## src/sslc_sqrt.sv

```systemverilog
// Pipelined integer square root, one result bit per stage.
`default_nettype none
module sslc_sqrt #(
  parameter int unsigned SW = 1
) (
  input  wire logic          clk_i,
  input  wire logic          rst_ni,
  input  wire logic          en_i,
  input  wire logic          valid_i,
  input  wire logic [63:0]   rad_i,
  input  wire logic [SW-1:0] side_i,
  output logic               valid_o,
  output logic [31:0]        root_o,
  output logic [SW-1:0]      side_o
);

  logic          v_q    [32];
  logic [63:0]   n_q    [32];
  logic [31:0]   root_q [32];
  logic [33:0]   rem_q  [32];
  logic [SW-1:0] side_q [32];

  for (genvar k = 0; k < 32; k++) begin : g_stage
    logic          in_v;
    logic [63:0]   in_n;
    logic [31:0]   in_root;
    logic [33:0]   in_rem;
    logic [SW-1:0] in_side;
    logic [35:0]   rem_sh;
    logic [35:0]   trial;
    logic          ge;

    if (k == 0) begin : g_first
      assign in_v    = valid_i;
      assign in_n    = rad_i;
      assign in_root = '0;
      assign in_rem  = '0;
      assign in_side = side_i;
    end else begin : g_next
      assign in_v    = v_q[k-1];
      assign in_n    = n_q[k-1];
      assign in_root = root_q[k-1];
      assign in_rem  = rem_q[k-1];
      assign in_side = side_q[k-1];
    end

    // Bring down the next two radicand bits and try the next root bit.
    assign rem_sh = {in_rem, in_n[63:62]};
    assign trial  = {2'b00, in_root, 2'b01};
    assign ge     = (rem_sh >= trial);

    always_ff @(posedge clk_i or negedge rst_ni) begin
      if (!rst_ni) begin
        v_q[k] <= 1'b0;
      end else if (en_i) begin
        v_q[k] <= in_v;
      end
    end

    always_ff @(posedge clk_i) begin
      if (en_i) begin
        n_q[k]    <= {in_n[61:0], 2'b00};
        root_q[k] <= {in_root[30:0], ge};
        rem_q[k]  <= ge ? 34'(rem_sh - trial) : rem_sh[33:0];
        side_q[k] <= in_side;
      end
    end
  end

  assign valid_o = v_q[31];
  assign root_o  = root_q[31];
  assign side_o  = side_q[31];

endmodule
`default_nettype wire

```

## config.mk

```make
export PLATFORM = sky130hd
export DESIGN_NAME = sslc_sqrt
export DESIGN_NICKNAME = d
export VERILOG_FILES = /design/src/sslc_sqrt.sv
export SDC_FILE = /design/constraint.sdc
export NUM_CORES = 2
export LEC_CHECK = 0
export BUFFER_PORTS_ARGS = -buffer_cell sky130_fd_sc_hd__clkbuf_2
export CAP_MARGIN = 40
export CORE_MARGIN = 1
export CORE_UTILIZATION = 45
export CTS_BUF_LIST = sky130_fd_sc_hd__clkbuf_8 sky130_fd_sc_hd__clkbuf_16
export CTS_CLUSTER_SIZE = 24
export DETAILED_ROUTE_END_ITERATION = 8
export GPL_ROUTABILITY_DRIVEN = 1
export MAX_ROUTING_LAYER = met4
export PLACE_DENSITY = 0.62
export SLEW_MARGIN = 5
export SYNTH_ARGS = -nofsm -noshare
export SYNTH_HDL_FRONTEND = slang
export SYNTH_MEMORY_MAX_BITS = 65536
export SYNTH_SLANG_ARGS = --single-unit
```

## constraint.sdc

```tcl
create_clock -name clk_i -period 4.4 [get_ports clk_i]
set_input_delay 0.22 -clock clk_i [delete_from_list [all_inputs] [get_ports clk_i]]
set_output_delay 0.22 -clock clk_i [all_outputs]
set_load 0.02 [all_outputs]
```

* After elaboration in Yosys (flattened, before gate mapping)
Memory sizes are Yosys's and may differ from the RTL's.
Index checks and enable logic that the tools add are counted.
W data, S select, Z words.
** Storage, ports and cells
- Memories :: 4
- Logic and storage cells :: 134
- Output and inout bits :: 34
- Register bits :: 32
- Memory bits (writable) :: 4128
** Memories
- n_q :: depth 32, bits a word 62, read ports 31, clocked after Yosys merged registers in 0, write ports 32, line 18 : logic [63:0] n_q [32];
- rem_q :: depth 32, bits a word 34, read ports 31, clocked after Yosys merged registers in 0, write ports 32, line 20 : logic [33:0] rem_q [32];
- root_q :: depth 32, bits a word 32, read ports 32, clocked after Yosys merged registers in 0, write ports 32, line 19 : logic [31:0] root_q [32];
- side_q :: depth 32, bits a word 1, read ports 32, clocked after Yosys merged registers in 0, write ports 32, line 21 : logic [SW-1:0] side_q [32];
** Operators by class
- $lt $le $gt $ge :: 32
- Add/subtract/negate cells :: 32
- Multiplexer cells :: 34
** Operator list (number)
- $ge A36 B34 Y1 :: 31
- $mux W34 :: 32
- $sub A34 B34 Y34 :: 31
- $sub A2 B1 Y3 const B :: 1
- $ge A2 B1 Y1 const B :: 1
- $mux W1 :: 2

* Logic depth before layout (Yosys ltp)
An unclocked memory read counts as a cell.
- Depth after elaboration :: 3
- Gate-level depth with buffers :: 15
- Depth with buffers taken out :: 12

* Worst setup path before layout
OpenSTA, ideal clock, no wires.
- Path kind :: register to register
- Start :: memory rem_q[29][0]
- End :: memory rem_q[30][10], data pin
- Library setup time :: 260 ps
- Data arrival time :: 3075 ps
- Buffers on the path :: 1
- Clock period less this slack :: 3335 ps
- Stages on the path, launching flop included :: 12
- Slack :: 1065 ps
- Cells stage by stage :: edfxtp_1 > ha_1 > nor2b_1 > o31a_1 > o31ai_1 > a311oi_1 > o31a_1 > a221o_1 > a21oi_1 > inv_2 > clkbuf_1 > mux2_2
** RTL lines (line)
- from (decl) :: 20

==> qor.yml <==
fin_crit_sh_pct: 88.7
multiInputGateArea_sq_um: 38900
yosysMostFrequentCell: "edfxtp_1"
fin_cells: 13388
core-area_sq_um: 265000
drc: 0
start_kind: "register"
avgSynthCellArea_sq_um: 13.0
arrival_ns: 4.50
switching_share_pct: 28.1
grt_pass1_wl_um: 383000
dr.pass1.iters: 5
p_switching_mw: 19.9
fin_nets: 10264
dr_wl_met2_um: 120000
pwr-share-comb_pct: 20.2
seqPwrFrac_pct: 47.0
maxSlewViolCount: 0
port_buffers: 102
yosysTopAreaCellShare_pct: 64.1
io_pins: 103
ctsHoldBuffers: 112
setup_viol: 0
cts.sinks: 2587
die_w_um: 518
fill_cells: 22552
yosysTopAreaCell: "edfxtp_1"
wl_per_cell_um: 18.0
place.detailed.hpwl_um: 173000
die_h_um: 518
ys_seq_area_share_pct: 64.8
yosysWarnings: 0
vdd_drop_max_mv: 0.387
regArea_sq_um: 77500
syn_area_sq_um: 120000
cts.clk_slew.worst_paths_ns: 0.06
vias: 71191
start_util_pct: 45.2
post_synth_num_cell_types: 87
syn_nets: 9837
p_leak_nw: 52.0
gr-usage-all-layers_pct: 18.2
postSynth.asyncResetShare_pct: 1.24
post_cts_resized: 0
finalHoldViolCount: 0
cts_buffers: 286
fin_worst_skew_ns: 0.0487
drt-initial-drc-count: 4995
ys_seq_elements: 2587
fin_crit_ns: 3.90
worst-path-max-fanout: 8
root_buffer: "clkbuf_16"
synth_edf_count: 2555
cap_violations: 0
wl_met3_um: 7860
globalplace.congestion: 0.895
synth_area_leaders: "edfxtp_1 64%, ha_1 5.9%, xor2_1 3.4%, xnor2_1 2.9%, a21oi_1 2.9%"
gr-total-overflow: 0
cts_tree: "built"
max_freq_mhz: 256
avgViaCountPerCell: 5.32
syn2layout_area_growth_pct: 13.2
status: "finished clean"
ant_nets: 0
crit_type: "reg -> reg"
postCtsSetupRepairBufs: 0
dieArea_sq_um: 268000
rsz0062_at_grt: "false"
antenna_found_initial: 1
rows: 189
clock_latency_ns: 0.87
critPathRequiredTime_ns: 4.99
highest_layer: "met4"
power.internal_mw: 50.9
end_kind: "register"
grt_max_degree: 159
drt_wl_total_um: 241000
p_clk_share_pct: 32.8
fin_tns_setup_ns: 0
layout-drive-gt1-share_pct: 8.70
synthFlopType: "edfxtp_1"
clk_path_buf_depth: 4
h-tree-depth: 5
wl_met1_um: 106000
dp_cells: 12765
hp-class: "in -> reg"
p_per_area_nw_per_um2: 523
grt_pass1_vias: 71317
slew_headroom_pct: 40.6
synthTopCellsByCount: "2555 x edfxtp_1, 691 x a21oi_1, 681 x inv_1, 655 x nor2_1, 562 x ha_1"
tightestPinTransition_ns: 0.883
synth_cells: 9206
## critical path, stage by stage (launching register included)
cell and delay (ns):
edfxtp_1 0.41, ha_1 0.36, o21a_1 0.14, o21ai_0 0.31
a21oi_1 0.20, o41ai_1 0.66, a21oi_1 0.24, o31ai_1 0.49
nand3_1 0.39, nor4_1 0.33, xor2_1 0.11
## layout make-up
cell class	instances	share of cell area, %
flip-flops and latches	2587	57.2
multi-input cells	5731	28.7
clock buffers	295	5.44
well taps	3533	3.26
repair buffers	339	2.16
inverters	688	1.91
clock inverters	213	1.33
diodes	2	0.00369
## sequential cells by signal (all words and copies together), names as in the netlist
signal	cells
g_stage.in_v	31
n_q	992
root_q	528
side_q	32
valid_o	1
rem_q	1003
## cells by family (layout without fill, tap and decap cells)
kind of cell    after synthesis  count (layout)  synth area share, %
compound gates             1804            1804                 9.19
simple gates               2363            2363                 9.77
other cells                   1               3              0.00313
fa+ha+maj                   562             562                 5.87
xor+xnor                    866             866                 6.33
buf+inv                     888            1535                 2.82
flops                      2587            2587                 64.8
mux                         135             135                 1.26
## power groups by stage
stage | registers [mW] | logic [mW] | clock network (mW)
after global routing | 33.6 | 15.9 | 24.9
after global placement | 33.8 | 14.0 | 0
after detailed placement | 33.9 | 14.1 | 0
after CTS | 33.4 | 14.3 | 24.0
after floorplan | 32.8 | 10.5 | 0
final | 33.3 | 14.3 | 23.3
## layout by cell type (no fill, tap or decap), types with 52 or more instances in the layout
| cell type | netlist | routed |
|---|---|---|
| o21a_1 | 88 | 88 |
| nand4_1 | 112 | 112 |
| clkbuf_2 | 0 | 102 |
| nand2_1 | 508 | 508 |
| o21ai_0 | 397 | 396 |
| or3_1 | 100 | 100 |
| a21oi_1 | 691 | 689 |
| a211oi_1 | 54 | 54 |
| ha_1 | 562 | 562 |
| nor3_1 | 238 | 238 |
| a21o_1 | 207 | 207 |
| nor2b_1 | 78 | 78 |
| dlygate4sd3_1 | 0 | 111 |
| mux2_2 | 129 | 129 |
| xor2_1 | 471 | 471 |
| inv_1 | 681 | 730 |
| or4_1 | 52 | 52 |
| edfxtp_1 | 2555 | 2555 |
| buf_4 | 3 | 93 |
| nor2_1 | 655 | 654 |
| nand3_1 | 159 | 159 |
| xnor2_1 | 395 | 395 |
| nor4_1 | 134 | 134 |
| clkinv_1 | 4 | 59 |
| nand2b_1 | 105 | 105 |
| clkbuf_16 | 0 | 294 |
## metal layers
metal | track usage, % | vias up
met5 | - | -
met4 | 6.12 | 0
met3 | 2.05 | 471
met2 | 30.7 | 1252
met1 | 22.7 | 34478
li1 | - | 34990
## metrics by stage
stage	cell area (sq um)	hold slack [ns]	util (%)	worst slack [ns]	total power, mW
after floorplan	120000	-0.0756	-	1.07	43.3
after global routing	136000	0.0353	51.2	0.122	74.4
after global placement	125000	0.309	47.3	0.492	47.8
after CTS	136000	0.000783	51.2	0.479	71.7
final	136000	0.0801	51.2	0.497	70.9
after detailed placement	125000	0.344	47.3	0.445	48.0
## path summary, 6_finish.rpt
kind / start / end / slack, ns / depth (start not counted)
worst max-delay path: rem_q[11][0]$_DFFE_PP_ / rem_q[12][19]$_DFFE_PP_ / 0.50 / 10
worst min-delay path: rad_i[8] / n_q[0][8]$_DFFE_PP_ / 0.08 / 2
worst max register to register: rem_q[11][0]$_DFFE_PP_ / rem_q[12][19]$_DFFE_PP_ / 0.50 / 10
worst min register to register: n_q[5][243]$_DFFE_PP_ / n_q[6][59]$_DFFE_PP_ / 0.40 / 0
max in group asynchronous: rst_ni / g_stage[21].in_v$_DFFE_PN0P_ / 3.82 / 4
min in group asynchronous: rst_ni / g_stage[22].in_v$_DFFE_PN0P_ / 0.41 / 4
Note: power is estimated with default switching activity, not from simulation.
